`src/sv/tscs_pkg.sv`:
```
`timescale 1ns / 1ps
// ----------------------------------------------------------------------------
// tscs_pkg
// shared types, constants and helpers of the track segment crossing scan
// ----------------------------------------------------------------------------
package tscs_pkg;

  localparam int SEG_DEPTH = 4096;
  localparam int ADDR_W    = $clog2(SEG_DEPTH);
  localparam int CNT_W     = $clog2(SEG_DEPTH + 1);

  localparam int OP_W   = 21;
  localparam int PROD_W = 2 * OP_W;
  localparam int ACC_W  = PROD_W + 1;

  localparam logic signed [OP_W-1:0] HALF_TURN = OP_W'(184320);
  localparam logic signed [OP_W-1:0] FULL_TURN = OP_W'(368640);
  localparam logic [8:0] YEAR_DAYS = 9'd365;
  localparam logic [7:0] MAX_HALF  = 8'd182;

  localparam logic [1:0] FUNC_APPEND = 2'd0;
  localparam logic [1:0] FUNC_CLEAR  = 2'd1;
  localparam logic [1:0] FUNC_QUERY  = 2'd2;

  localparam logic [1:0] STATUS_NONE  = 2'd0;
  localparam logic [1:0] STATUS_CROSS = 2'd1;
  localparam logic [1:0] STATUS_EMPTY = 2'd2;

  typedef enum logic [2:0] {
    ST_IDLE,
    ST_READ,
    ST_CHECK,
    ST_CROSS,
    ST_DONE
  } state_t;

  typedef struct packed {
    logic signed [17:0] lat0;
    logic signed [18:0] lon0;
    logic signed [17:0] lat1;
    logic signed [18:0] lon1;
    logic [8:0]         day;
  } seg_entry_t;

  typedef struct packed {
    logic signed [OP_W-1:0] ax;
    logic signed [OP_W-1:0] ay;
    logic signed [OP_W-1:0] bx;
    logic signed [OP_W-1:0] by;
    logic signed [OP_W-1:0] cx;
    logic signed [OP_W-1:0] cy;
  } cross_ops_t;

  typedef struct packed {
    logic done;
    logic hit;
  } cross_res_t;

  // floor(month * 365 / 12)
  function automatic logic [8:0] month_offset(input logic [3:0] month);
    logic [8:0] v;
    case (month)
      4'd0:    v = 9'd0;
      4'd1:    v = 9'd30;
      4'd2:    v = 9'd60;
      4'd3:    v = 9'd91;
      4'd4:    v = 9'd121;
      4'd5:    v = 9'd152;
      4'd6:    v = 9'd182;
      4'd7:    v = 9'd212;
      4'd8:    v = 9'd243;
      4'd9:    v = 9'd273;
      4'd10:   v = 9'd304;
      4'd11:   v = 9'd334;
      4'd12:   v = 9'd365;
      4'd13:   v = 9'd395;
      4'd14:   v = 9'd425;
      4'd15:   v = 9'd456;
      default: v = 9'd0;
    endcase
    return v;
  endfunction

endpackage

```
`src/sv/tscs_cross_unit.sv`:
```
`timescale 1ns / 1ps
// ----------------------------------------------------------------------------
// tscs_cross_unit
// segment intersection test on one shared multiplier, six products in turn
// ----------------------------------------------------------------------------
module tscs_cross_unit
  import tscs_pkg::*;
(
  input  logic       clk,
  input  logic       rst_n,
  input  logic       start,
  input  cross_ops_t ops,
  output cross_res_t res
);

  cross_ops_t              ops_r;
  logic                    busy_r;
  logic [2:0]              step_r;
  logic signed [PROD_W-1:0] prod_r;
  logic signed [ACC_W-1:0]  den_r, na_r, nb_r;
  logic                    done_r, hit_r;

  logic signed [OP_W-1:0]  mul_a, mul_b;
  logic signed [ACC_W-1:0] prod_ext;
  logic                    hit_c;

  always_comb begin
    case (step_r)
      3'd0:    begin mul_a = ops_r.ay; mul_b = ops_r.bx; end
      3'd1:    begin mul_a = ops_r.ax; mul_b = ops_r.by; end
      3'd2:    begin mul_a = ops_r.by; mul_b = ops_r.cx; end
      3'd3:    begin mul_a = ops_r.bx; mul_b = ops_r.cy; end
      3'd4:    begin mul_a = ops_r.ax; mul_b = ops_r.cy; end
      3'd5:    begin mul_a = ops_r.ay; mul_b = ops_r.cx; end
      default: begin mul_a = ops_r.ay; mul_b = ops_r.cx; end
    endcase
  end

  assign prod_ext = ACC_W'(prod_r);

  // parallel or degenerate counts as a crossing
  always_comb begin
    if (den_r == '0) begin
      hit_c = 1'b1;
    end else if (den_r > 0) begin
      hit_c = (na_r >= 0) && (na_r <= den_r) && (nb_r >= 0) && (nb_r <= den_r);
    end else begin
      hit_c = (na_r <= 0) && (na_r >= den_r) && (nb_r <= 0) && (nb_r >= den_r);
    end
  end

  always_ff @(posedge clk) begin
    if (!rst_n) begin
      busy_r <= 1'b0;
      step_r <= '0;
      done_r <= 1'b0;
    end else begin
      done_r <= 1'b0;
      if (start) begin
        busy_r <= 1'b1;
        step_r <= '0;
      end else if (busy_r) begin
        step_r <= step_r + 3'd1;
        if (step_r == 3'd7) begin
          busy_r <= 1'b0;
          done_r <= 1'b1;
        end
      end
    end
  end

  always_ff @(posedge clk) begin
    if (start) begin
      ops_r <= ops;
    end
    prod_r <= mul_a * mul_b;
    if (busy_r) begin
      case (step_r)
        3'd1:    den_r <= prod_ext;
        3'd2:    den_r <= den_r - prod_ext;
        3'd3:    na_r  <= prod_ext;
        3'd4:    na_r  <= na_r - prod_ext;
        3'd5:    nb_r  <= prod_ext;
        3'd6:    nb_r  <= nb_r - prod_ext;
        3'd7:    hit_r <= hit_c;
        default: ;
      endcase
    end
  end

  assign res.done = done_r;
  assign res.hit  = hit_r;

endmodule

```
`config.mk`:
```
export PLATFORM = sky130hd
export DESIGN_NAME = tscs_cross_unit
export DESIGN_NICKNAME = d
export VERILOG_FILES = /design/src/sv/tscs_pkg.sv /design/src/sv/tscs_cross_unit.sv
export SDC_FILE = /design/constraint.sdc
export NUM_CORES = 2
export LEC_CHECK = 0
export BUFFER_PORTS_ARGS = -buffer_cell sky130_fd_sc_hd__clkbuf_2
export CORE_MARGIN = 2
export CORE_UTILIZATION = 59
export DETAILED_ROUTE_END_ITERATION = 10
export PLACE_DENSITY_LB_ADDON = 0.05
export SETUP_SLACK_MARGIN = 0.5
export SYNTH_ARGS = -nofsm -noshare
export SYNTH_HDL_FRONTEND = slang
export SYNTH_SLANG_ARGS = --single-unit
```
`constraint.sdc`:
```
create_clock -name clk -period 8.9 [get_ports clk]
set_clock_uncertainty 0.15 [all_clocks]
set_input_delay 0.445 -clock clk [delete_from_list [all_inputs] [get_ports clk]]
set_output_delay 0.445 -clock clk [all_outputs]
set_load 0.01 [all_outputs]
```
# After elaboration in Yosys (flattened, before gate mapping)
# Index checks and enable logic that the tools add are counted.
dict set report word_totals {
  register_bits 303
  in_bits 129
  out_inout_bits 2
  wordCells 66
}
dict set report classes {
  addsub 4
  mul 1
  order_cmp 9
  n_eq_ne 7
  n_mux 10
  bitwise 2
  reduce_logical 19
}
# operator n
set ops {}
lappend ops {{$pmux 43 s2} 3}
lappend ops {{$sub 43x42->43} 3}
lappend ops {{$pmux 21 s3} 2}
lappend ops {{$ge 43x1->1 const B} 2}
lappend ops {{$ge 43x43->1} 2}
lappend ops {{$le 43x1->1 const B} 2}
lappend ops {{$le 43x43->1} 2}
lappend ops {{$gt 43x1->1 const B} 1}
lappend ops {{$logic_not 43->1} 1}
lappend ops {{$mul 21x21->42} 1}
lappend ops {{$eq 3x3->1 const B} 4}
lappend ops {{$reduce_and 2->1} 4}
lappend ops {{$eq 3x2->1 const B} 2}
lappend ops {{$logic_and 1x1->1} 6}
lappend ops {{$reduce_bool 2->1} 3}
lappend ops {{$reduce_or 2->1} 3}
lappend ops {{$mux 1} 5}
lappend ops {{$add 3x1->3 const B} 1}
lappend ops {{$eq 3x1->1 const B} 1}
lappend ops {{$logic_not 3->1} 1}
lappend ops {{$reduce_or 3->1} 1}
lappend ops {{$not 1->1} 2}

# Longest topological paths before layout
dict set report depth {
  ltp_word 5
  depth_mapped 36
  ltp_nobuf 33
}

# Worst setup path before layout
# OpenSTA, ideal clock, no wires.
dict set report synth_path {
  kind {reg-to-reg}
  from {reg step_r[0]}
  to {reg prod_r[40]}
  setup_time_ns 0.072
  arrival_time_ns 8.262
  required_time_ns 8.678
  path_slack_ns 0.417
  path_stages_with_launch 35
  n_path_buf 3
  period_less_slack_ns 8.483
  cell_sequence {dfxtp_1 -> inv_1 -> ha_1 -> nand2_1 -> nand2b_1 -> or3_1 -> clkbuf_1 -> clkbuf_1 -> nand2_1 -> o21a_1 -> clkbuf_1 -> nand2_1 -> fa_1 -> inv_1 -> fa_1 -> inv_1 -> fa_1 -> inv_1 -> fa_1 -> fa_1 -> fa_1 -> inv_1 -> fa_1 -> inv_1 -> ha_1 -> and3_1 -> and4_1 -> nand3_1 -> nor3_1 -> o41ai_2 -> or4_1 -> a31oi_1 -> a31oi_1 -> o21ai_1 -> xor2_1}
}
dict set report synth_via {
  elab_chain_cells 4
  word_cells_on_any_way 10
  cone_classes {1 x mul; 4 x eq/ne; 2 x mux; 3 x reduce/logical}
}
# item line_no
set synth_lines {}
lappend synth_lines {{from (decl)} tscs_cross_unit.sv:18} ;# logic [2:0] step_r;
lappend synth_lines {{from (signal assigned)} tscs_cross_unit.sv:63} ;# step_r <= step_r + 3'd1;
lappend synth_lines {{$eq 3x3->1 (tied with other cells)} tscs_cross_unit.sv:28} ;# case (step_r)
lappend synth_lines {{$reduce_or 2->1 (no source line)} --}
lappend synth_lines {{$pmux 21 s3} tscs_cross_unit.sv:28}
lappend synth_lines {{$mul 21x21->42 (*)} tscs_cross_unit.sv:76} ;# prod_r <= mul_a * mul_b;
lappend synth_lines {{to (signal assigned)} tscs_cross_unit.sv:76}
lappend synth_lines {{to (decl)} tscs_cross_unit.sv:19} ;# logic signed [PROD_W-1:0] prod_r;
# Mark *: on every way between the ends. The rest lies on a longest branch, timed or not.
# A chain may end at the register's enable or synchronous reset.

# Worst setup path in the final report
# Ends and elaborated chain as after synthesis.

==> metrics.cfg <==
[synthesis]
synth_ff_type=edfxtp_1
synth_edf_count=256
ys_types=84
synth_fp_nets=4774
yosysMostFrequentCell=inv_1
synth_area_leaders=fa_1 26%, edfxtp_1 21%, ha_1 11%
syn_area_per_cell_sq_um=9.36
netlist_area_sq_mm=0.0361
ys_seq_elements=303
yosysTopAreaCell=fa_1
synth_async_sr_flop_share_pct=0
synth_top_area_share_pct=25.6
yosys_warnings=0
synthTopCellsByCount=639 x inv_1, 462 x fa_1, 422 x nand2_1
synthCells=3854
ys_seq_area_share_pct=23.9

[timing]
setup_violations=0
rsz0062_at_grt=true
hold_viol_final=0
slew_violations=0
min_period_over_period_pct=95.7
timing.setup.tns_ps=0
max_freq_mhz=117
worst_pin_slew_ps=1140
relSlewSlack_pct=22.6
period_needed_ps=8520

[global_routing]
grt_usage_pct=36.5
antenna_found_initial=2
grt_pass1_vias=30689
global_route.overflow_total=0
grt_pass1_wl_mm=176
grt_max_degree=86

[setup_path]
ff2ff_path_depth=33
r2r_end=prod_r[40]$_DFF_P_
crit_type=reg -> reg
cp-end-kind=flip-flop
cp-endpoint=prod_r[40]$_DFF_P_
crit_arrival_ps=8860
crit_slowest_cell=a222oi_1
startpoint=step_r[0]$_SDFFE_PP0P_
critPathMaxFanout=21
worst_ep_required_time_ps=9240
r2r-start=step_r[0]$_SDFFE_PP0P_
start_kind=flip-flop
regToRegSetupSlack_ps=380
max_stage_delay_ps=600

[floorplanning]
dieWidth_um=251
pin_count=131
fp.dieArea_sq_mm=0.0632
row_count=90
die_h_um=251
core_region_area_sq_mm=0.0604
initial_utilization_pct=59.8

[clock_tree]
cts.sinks=303
cts_buffer_depth=3
cts_buffers=38
cts.htree.levels=2
clk_latency_ps=580
clkTransAtPathRegs_ps=60
cts_tree=yes
cts-root-buf=clkbuf_16

[finish]
fin_nets=5135
final_util_pct=70.5
final_cell_count_no_fill=5026
drive_above_1_share_pct=13.4
area_delta_synth_final_pct=18.0

[placement]
gp_congestion=0.984
io_buffers=130
dp_hpwl_mm=85.8
dp.cells=4761

[routing]
drt-initial-drc-count=3138
wl_per_cell_um=23.0
vias_per_cell=6.04
via_count=30377
routed_wirelength_mm=116
ant_nets=0
first_pass_iters=9
drc=0

[outcome]
status=completed

[hold_path]
hold_path_depth=1
min_path_type=in -> reg

[job]
drv_cap=0

[how the worst min path moves through the flow]
| stage | from | end |
|---|---|---|
| after floorplan | prod_r[33]$_DFF_P_ | nb_r[33]$_DFFE_PP_ |
| after global placement | prod_r[32]$_DFF_P_ | na_r[32]$_DFFE_PP_ |
| after detailed placement | prod_r[32]$_DFF_P_ | den_r[32]$_DFFE_PP_ |
| after CTS | ops[104] | ops_r[104]$_DFFE_PP_ |
| after global routing | ops[104] | ops_r[104]$_DFFE_PP_ |
| final | ops[104] | ops_r[104]$_DFFE_PP_ |
[sequential cells by signal, indices dropped and copies added, names as in the netlist]
name / cells
hit_r: 1
na_r: 43
prod_r: 42
ops_r: 126
done_r: 1
den_r: 43
nb_r: 43
step_r: 3
busy_r: 1
[per-stage QoR]
| stage | hold WS [ps] | worst slack [ps] | area, sq um |
|---|---|---|---|
| after global placement | 407 | -92.3 | 38400 |
| after CTS | 10.7 | 471 | 41500 |
| after global routing | 10.9 | 70.6 | 42600 |
| final | 32.5 | 379 | 42600 |
| after floorplan | 374 | 502 | 36100 |
| after detailed placement | 417 | -168 | 38400 |
[per-layer routing]
metal | up-vias | wire (um) | track usage [%]
li1 | 13662 | - | -
met1 | 14812 | 44900 | 46.9
met2 | 1532 | 54200 | 60.8
met3 | 369 | 9820 | 6.10
met4 | 2 | 6690 | 16.9
met5 | - | 13 | 0
[cell families after synthesis]
kind of cell | share of synthesized area [%]
AO/OA/AOI/OAI | 14.3
AND/OR/NAND/NOR | 13.1
adder cells (fa/ha/maj) | 37.0
XOR/XNOR | 3.35
multiplexers | 0.201
flip-flops | 23.9
buffers and inverters | 8.10
[layout make-up]
cell class,count,area [sq um]
clock buffer,51,1100
sequential,303,8630
fill,4614,17800
tap,782,978
timing repair buffer,456,3920
clock inverter,17,191
inverter,640,2410
antenna,1,2.50
multi-input combinational,2776,25300
[worst max-delay path, delay by kind of cell (launching register included)]
family	cells	cell delay [ps]
fa+ha+maj	10	4180
simple gates	7	1300
buf+inv	9	1000
xor+xnor	1	160
compound gates	6	1300
flops	1	370
[cells in the final DEF (no fill, tap or decap), drive strengths merged, types with 87 or more instances in the layout]
cell | netlist | layout
a21o | 106 | 106
a21oi | 177 | 177
buf | 6 | 193
clkbuf | 130 | 184
dlygate4sd3 | 0 | 126
edfxtp | 256 | 256
fa | 462 | 462
ha | 329 | 329
inv | 639 | 640
nand2 | 422 | 422
nor2 | 315 | 315
o21ai | 227 | 227
xnor2 | 87 | 87
[what timing repair did]
action	CTS	global route
pin swaps	24	60
endpoints found under the setup margin	14	14
cloned	6	4
resized for setup	76	132
endpoints found under the hold margin	126	0
hold buffers	126	0
buffers inserted	14	46
Power is not shown: default switching activity piles up to over one toggle a cycle in this logic, so the estimate is an artifact.
